**config.mk**
```make
export PLATFORM = sky130hd
export DESIGN_NAME = kest_queue
export DESIGN_NICKNAME = d
export VERILOG_FILES = /design/src/rtl/keyed_event_stats_table_defines.svh /design/src/rtl/kest_pkg.sv /design/src/rtl/kest_queue.sv
export SDC_FILE = /design/constraint.sdc
export NUM_CORES = 1
export LEC_CHECK = 0
export BUFFER_PORTS_ARGS = -buffer_cell sky130_fd_sc_hd__buf_2
export CORE_ASPECT_RATIO = 1.2
export CORE_MARGIN = 5
export CORE_UTILIZATION = 37
export DETAILED_ROUTE_END_ITERATION = 10
export GPL_TIMING_DRIVEN = 1
export PLACE_DENSITY = 0.71
export SLEW_MARGIN = 20
export SYNTH_ARGS = -nofsm -noshare
export SYNTH_HDL_FRONTEND = slang
export SYNTH_SLANG_ARGS = --single-unit
```
**constraint.sdc**
```tcl
create_clock -name i_clk -period 18.6 [get_ports i_clk]
set_input_delay 4.65 -clock i_clk [delete_from_list [all_inputs] [get_ports i_clk]]
set_output_delay 4.65 -clock i_clk [all_outputs]
set_load 0.05 [all_outputs]
```
**src/rtl/keyed_event_stats_table_defines.svh**
```systemverilog
// ----------------------------------------------------------------------------
// keyed_event_stats_table_defines
// Assertion macros used by the statistics table top level.
// ----------------------------------------------------------------------------
`ifndef KEYED_EVENT_STATS_TABLE_DEFINES_SVH
`define KEYED_EVENT_STATS_TABLE_DEFINES_SVH

// Same-cycle implication, sampled on i_clk, off during reset.
`define KEST_ASSERT_NOW(lbl, ante, cons, msg) \
    lbl: assert property (@(posedge i_clk) disable iff (!i_rst_n) (ante) |-> (cons)) \
        else $error(msg);

// Next-cycle implication, sampled on i_clk, off during reset.
`define KEST_ASSERT_NEXT(lbl, ante, cons, msg) \
    lbl: assert property (@(posedge i_clk) disable iff (!i_rst_n) (ante) |=> (cons)) \
        else $error(msg);

`endif

```
**src/rtl/kest_pkg.sv**
```systemverilog
// ----------------------------------------------------------------------------
// kest_pkg
// Types, sizes, codes and helpers of the keyed event statistics table.
// ----------------------------------------------------------------------------
`timescale 1ns / 1ps
`default_nettype none

package kest_pkg;

    localparam int TABLE_ENTRIES = 32;
    localparam int KIND_BITS     = 4;
    localparam int IDX_W         = (TABLE_ENTRIES > 1) ? $clog2(TABLE_ENTRIES) : 1;
    localparam int USED_W        = $clog2(TABLE_ENTRIES + 1);
    localparam int QUEUE_DEPTH   = 2;  // power of two
    localparam int QPTR_W        = (QUEUE_DEPTH > 1) ? $clog2(QUEUE_DEPTH) : 1;
    localparam int QCNT_W        = $clog2(QUEUE_DEPTH + 1);

    // func field codes
    localparam logic [1:0] FN_ACCUM  = 2'd0;
    localparam logic [1:0] FN_LOOKUP = 2'd1;
    localparam logic [1:0] FN_CLEAR  = 2'd2;

    // classified operations
    localparam logic [2:0] OP_ACC   = 3'd0;
    localparam logic [2:0] OP_SKIP  = 3'd1;
    localparam logic [2:0] OP_LOOK  = 3'd2;
    localparam logic [2:0] OP_CLEAR = 3'd3;
    localparam logic [2:0] OP_MISS  = 3'd4;

    // result status codes
    localparam logic [2:0] ST_UPDATED  = 3'd0;
    localparam logic [2:0] ST_INSERTED = 3'd1;
    localparam logic [2:0] ST_DROPPED  = 3'd2;
    localparam logic [2:0] ST_SKIPPED  = 3'd3;
    localparam logic [2:0] ST_HIT      = 3'd4;
    localparam logic [2:0] ST_MISS     = 3'd5;
    localparam logic [2:0] ST_CLEARED  = 3'd6;

    typedef struct packed {
        logic [1:0]         func;
        logic [63:0]        name_hash;
        logic [3:0]         kind;
        logic signed [63:0] value;
        logic               name_present;
    } t_in;

    typedef struct packed {
        logic [2:0]         status;
        logic [4:0]         slot;
        logic [31:0]        entry_count;
        logic signed [63:0] entry_total;
        logic signed [63:0] entry_maximum;
        logic [3:0]         entry_kind;
        logic [5:0]         used_entries;
        logic [31:0]        overflow_count;
    } t_out;

    typedef struct packed {
        logic [2:0]           op;
        logic [63:0]          name_hash;
        logic [KIND_BITS-1:0] kind;
        logic signed [63:0]   value;
    } t_req;

    function automatic logic [KIND_BITS-1:0] to_kind_in(input logic [3:0] k);
        logic [KIND_BITS+3:0] w;
        w = {KIND_BITS'(0), k};
        return w[KIND_BITS-1:0];
    endfunction

    function automatic logic [3:0] to_kind_out(input logic [KIND_BITS-1:0] k);
        logic [KIND_BITS+3:0] w;
        w = {4'b0, k};
        return w[3:0];
    endfunction

    function automatic logic [4:0] to_slot(input logic [IDX_W-1:0] i);
        logic [IDX_W+4:0] w;
        w = {5'b0, i};
        return w[4:0];
    endfunction

    function automatic logic [5:0] to_used(input logic [USED_W-1:0] u);
        logic [USED_W+5:0] w;
        w = {6'b0, u};
        return w[5:0];
    endfunction

endpackage

`default_nettype wire

```
**src/rtl/kest_queue.sv**
```systemverilog
// ----------------------------------------------------------------------------
// kest_queue
// Short FIFO of classified requests between intake and table engine.
// ----------------------------------------------------------------------------
`timescale 1ns / 1ps
`default_nettype none

module kest_queue import kest_pkg::*; (
    input  logic i_clk,
    input  logic i_rst_n,
    input  logic i_push,
    input  t_req i_wdata,
    output logic o_full,
    output logic o_valid,
    input  logic i_pop,
    output t_req o_rdata
);

    t_req              r_mem [QUEUE_DEPTH];
    logic [QPTR_W-1:0] r_wr_ptr;
    logic [QPTR_W-1:0] r_rd_ptr;
    logic [QCNT_W-1:0] r_count;

    assign o_full  = (r_count == QCNT_W'(QUEUE_DEPTH));
    assign o_valid = (r_count != '0);
    assign o_rdata = r_mem[r_rd_ptr];

    always_ff @(posedge i_clk) begin
        if (!i_rst_n) begin
            r_wr_ptr <= '0;
            r_rd_ptr <= '0;
            r_count  <= '0;
        end else begin
            if (i_push) begin
                r_wr_ptr <= r_wr_ptr + QPTR_W'(1);
            end
            if (i_pop) begin
                r_rd_ptr <= r_rd_ptr + QPTR_W'(1);
            end
            if (i_push && !i_pop) begin
                r_count <= r_count + QCNT_W'(1);
            end else if (!i_push && i_pop) begin
                r_count <= r_count - QCNT_W'(1);
            end
        end
    end

    always_ff @(posedge i_clk) begin
        if (i_push) begin
            r_mem[r_wr_ptr] <= i_wdata;
        end
    end

endmodule

`default_nettype wire

```
Yosys cells after proc, flatten, opt, wreduce, memory -nomap -nowiden --
Memory sizes are Yosys's and may differ from the RTL's. A register that Yosys moved wholly into a read port is not among the register bits. Cells that the tools add are included.
Storage, ports and cells: register bits 4, bits in writable memories 270, logic and storage cells 21, memories 1
Cells by class: add/subtract/negate cells 4, eq/ne operators 1, muxes and demuxes 6, reduce and logical (&&, ||, !) cells 6
Memories:
- r_mem | depth 2, bits a word 135, rd ports 1, clocked after memory_dff 1, write ports 1, RTL line kest_queue.sv:19 | t_req r_mem [QUEUE_DEPTH];
Operators by type and width (count):
- 1-bit 2-to-1 mux | 4
- 2-bit 2-to-1 mux | 2
- 2-bit nonzero test | 2
- 1-bit adder, second input constant | 2
- 2-bit by 1-bit adder with 2-bit output, second input constant | 1
- 2-bit == test, second input constant | 1
- 1-bit logical AND | 2
- 1-bit zero test | 2
- 2-bit by 1-bit subtractor with 2-bit output, second input constant | 1

Longest topological paths before layout --
depth in word-level cells 4, gate-level depth with buffers 5, gate-level depth less buffers 5

Worst setup path before layout --
Ideal clock, no wire load.
path kind input -> register, start in i_push, end mem r_mem[0][0] (netlist bit), enable pin, setup time 0.647 ns, arrival 10.528 ns, required time 17.953 ns, path slack 7.425 ns, stages on the path 1, buffers on the path 0, cells stage by stage nor2b_1
On the way: cells in the longest elaborated chain, start to end 2
Ends and longest elaborated chain:
- from (decl) | RTL line kest_queue.sv:11 | input logic i_push,
- 1-bit 2-to-1 mux | RTL line kest_queue.sv:49 | if (i_push) begin
- 1-bit 2-to-1 mux (not written as such) | RTL line kest_queue.sv:50 | r_mem[r_wr_ptr] <= i_wdata;
- to (decl) | RTL line kest_queue.sv:19
No other way between the ends.

==> impl_metrics.py <==
metrics = {
    "status": {
        "status": "finished, final reports clean",
    },
    "sta": {
        "worst_pin_slew_ps": 983.1,
        "finClkSkew_ps": 7.309,
        "rsz0062_at_grt": "false",
        "fmax_mhz": 139.6,
        "finalSetupTns_ps": 0,
        "finalSetupViolations": 0,
        "period_share": 0.3851,
        "max_slew_margin": 0.3446,
        "hold_viol": 0,
        "period_needed_ps": 7163,
        "finalMaxSlewViolations": 0,
    },
    "final_layout": {
        "final_util": 0.4720,
        "drive_gt1_frac": 0.6063,
        "multi_input_area_um2": 1833,
        "fin_nets": 877,
        "fillers": 2307,
        "area_growth_pct": 25.90,
        "seq_area_um2": 8212,
    },
    "cts": {
        "clock_path_buffers": 3,
        "cts_made_buffers": 27,
        "root_buffer": "clkbuf_16",
        "tritoncts": "done",
        "postCtsSetupBuffers": 0,
        "clk_pin_slew_ps": 60,
        "post_cts_resized": 0,
        "ctsHoldBuffers": 0,
        "clkSinkCount": 275,
        "h-tree-depth": 1,
        "insertion_delay_ps": 520,
    },
    "placed_design": {
        "finalWeightedCongestion": 0.7268,
        "numPortBuffers": 275,
        "place_hpwl_um": 13110,
    },
    "die": {
        "dieArea_um2": 30870,
        "die-height_um": 191.5,
        "rows": 66,
        "die_x_um": 161.2,
        "coreArea_um2": 27090,
        "start_util": 0.3749,
        "ios": 276,
    },
    "power_and_ir_drop": {
        "p_comb_frac": 0.159,
        "p_int_mw": 1.110,
        "clockPowerShare": 0.357,
        "p_leak_nw": 4.880,
        "vdd_drop_max_uv": 145.4,
        "p_sw_frac": 0.2604,
        "p_seq_frac": 0.484,
        "switchingPower_mw": 0.3906,
        "p_per_area_nw_per_um2": 117.4,
        "p_total_mw": 1.500,
    },
    "worst_setup_path": {
        "cpPeakStageDelay_ps": 760,
        "cp_data_required_time_ps": 13950,
        "critPathArrivalTime_ps": 2510,
        "path_cells": "buf_4 -> mux2_2 -> buf_2",
        "path_buf_inv": 2,
        "slowest_stage": "buf_4",
        "cp_top_family": "buffers and inverters",
        "crit_type": "flop to output port",
        "worstSetupStartpointType": "flop",
        "path_max_fanout": 58,
        "end_kind": "output port",
        "r2r_slack_ps": 16070,
    },
    "global_routing": {
        "grt_usage": 0.1194,
        "grt_overflow": 0,
        "grt_antenna_before_repair": 4,
        "grt_pass1_vias": 5433,
        "grt_start_max_net_pins": 71,
        "grt_pass1_wl_um": 29330,
    },
    "synthesis": {
        "synth_edf_count": 270,
        "ys_ff_latch": 275,
        "async_flop_share": 0,
        "synth_top_cell_area_share": 0.7985,
        "ys.warnings.count": 0,
        "synth_common_cells": "edfxtp_1, mux2_2, mux2_4, buf_2, buf_6",
        "yosysMostFrequentCell": "edfxtp_1",
        "syn_area_um2": 10150,
        "ys_top_cells_by_area": "edfxtp_1, mux2_2, mux2_4",
        "seq_area_frac_synth": 0.8084,
        "synth_largest_area_cell": "edfxtp_1",
        "netlist_instances": 442,
        "synthDistinctLibCells": 17,
        "synth_fp_nets": 582,
        "synth_flop_cell": "edfxtp_1",
        "syn_avg_cell_area_um2": 22.97,
    },
    "route": {
        "ant_nets": 0,
        "drt_pass1_iterations": 5,
        "vias_per_cell": 4.570,
        "drt_wl_total_um": 19520,
        "wire_per_inst_um": 17.75,
        "drc": 0,
        "vias": 5027,
        "drtIter0Drc": 234,
    },
    "min_path": {
        "hold_path.class": "flop to flop",
    },
    "run": {
        "maxCapViolCount": 0,
    },
}
==> tightest hold or removal path: stages, from the launching register on <==
cell	delay (ps)
dfxtp_1	320
o21ai_0	70
a21boi_0	70
==> power groups by stage <==
stage	Sequential, mW	Clock [mW]	Combinational [mW]
after floorplan	0.740	0	0.185
after global placement	0.737	0	0.239
after detailed placement	0.739	0	0.241
after CTS	0.726	0.554	0.242
after global routing	0.728	0.582	0.250
final	0.725	0.536	0.238
==> layer usage <==
metal | track usage | wire length, µm
met5 | 0 | 13
met4 | 0.04004 | 445
met3 | 0.04162 | 1721
met2 | 0.2133 | 10180
met1 | 0.1334 | 7161
==> stage by stage <==
stage	instance area (µm²)	hold slack (ps)	setup WS [ps]	cells
after global routing	12780	559.9	11310	1100
after CTS	12780	514.8	11400	1097
after floorplan	10150	467.8	7425	442
final	12780	507.2	11440	1100
after global placement	11900	483.2	11600	1048
after detailed placement	11900	504.7	11570	1048
==> cell usage in the layout (no fill, tap or decap) <==
| master | instances |
|---|---|
| buf_2 | 275 |
| dfxtp_1 | 4 |
| and2_4 | 1 |
| or3_1 | 1 |
| nor2b_1 | 2 |
| clkinv_1 | 5 |
| xnor2_1 | 1 |
| buf_4 | 6 |
| xor2_1 | 2 |
| clkbuf_16 | 27 |
| or2_2 | 1 |
| ha_1 | 1 |
| nor2b_4 | 1 |
| clkinv_4 | 2 |
| bufinv_16 | 4 |
| o21a_1 | 1 |
| diode_2 | 3 |
| and2_1 | 3 |
| a21boi_0 | 1 |
| clkinv_2 | 6 |
| mux2_2 | 85 |
| o21ai_0 | 1 |
| mux2_4 | 50 |
| edfxtp_1 | 270 |
| inv_1 | 1 |
| dfxtp_4 | 1 |
| clkbuf_1 | 5 |
==> path summary, 6_finish.rpt <==
check,to,cells after the start,start
worst max-delay path,o_rdata[35],3,flop
worst min-delay path,r_count[1],2,r_count[1]
worst max register to register,r_mem[0][77],3,r_wr_ptr
worst min register to register,r_count[1],2,r_count[1]
==> cell type report <==
cell class,count,area share
Clock buffer,32,0.05432
Sequential cell,275,0.6424
Inverter,1,0.0002936
Clock inverter,17,0.01458
Tap cell,340,0.03328
Antenna cell,3,0.0005873
Timing Repair Buffer,281,0.1112
Multi-Input combinational cell,151,0.1434
==> registers in the layout, summed over array words and instances (netlist names), named ones only <==
name,cells
r_wr_ptr,1
r_mem,270
r_count,2
r_rd_ptr,1
==> kinds of logic after synthesis <==
family / after synthesis / synth area share
compound gates: 3 / 0.001972
xor+xnor: 3 / 0.002588
fa+ha+maj: 1 / 0.001232
buf+inv: 16 / 0.01208
flops: 275 / 0.8084
mux: 135 / 0.1682
simple gates: 9 / 0.005546
Note: power is estimated with default switching activity, not from simulation.
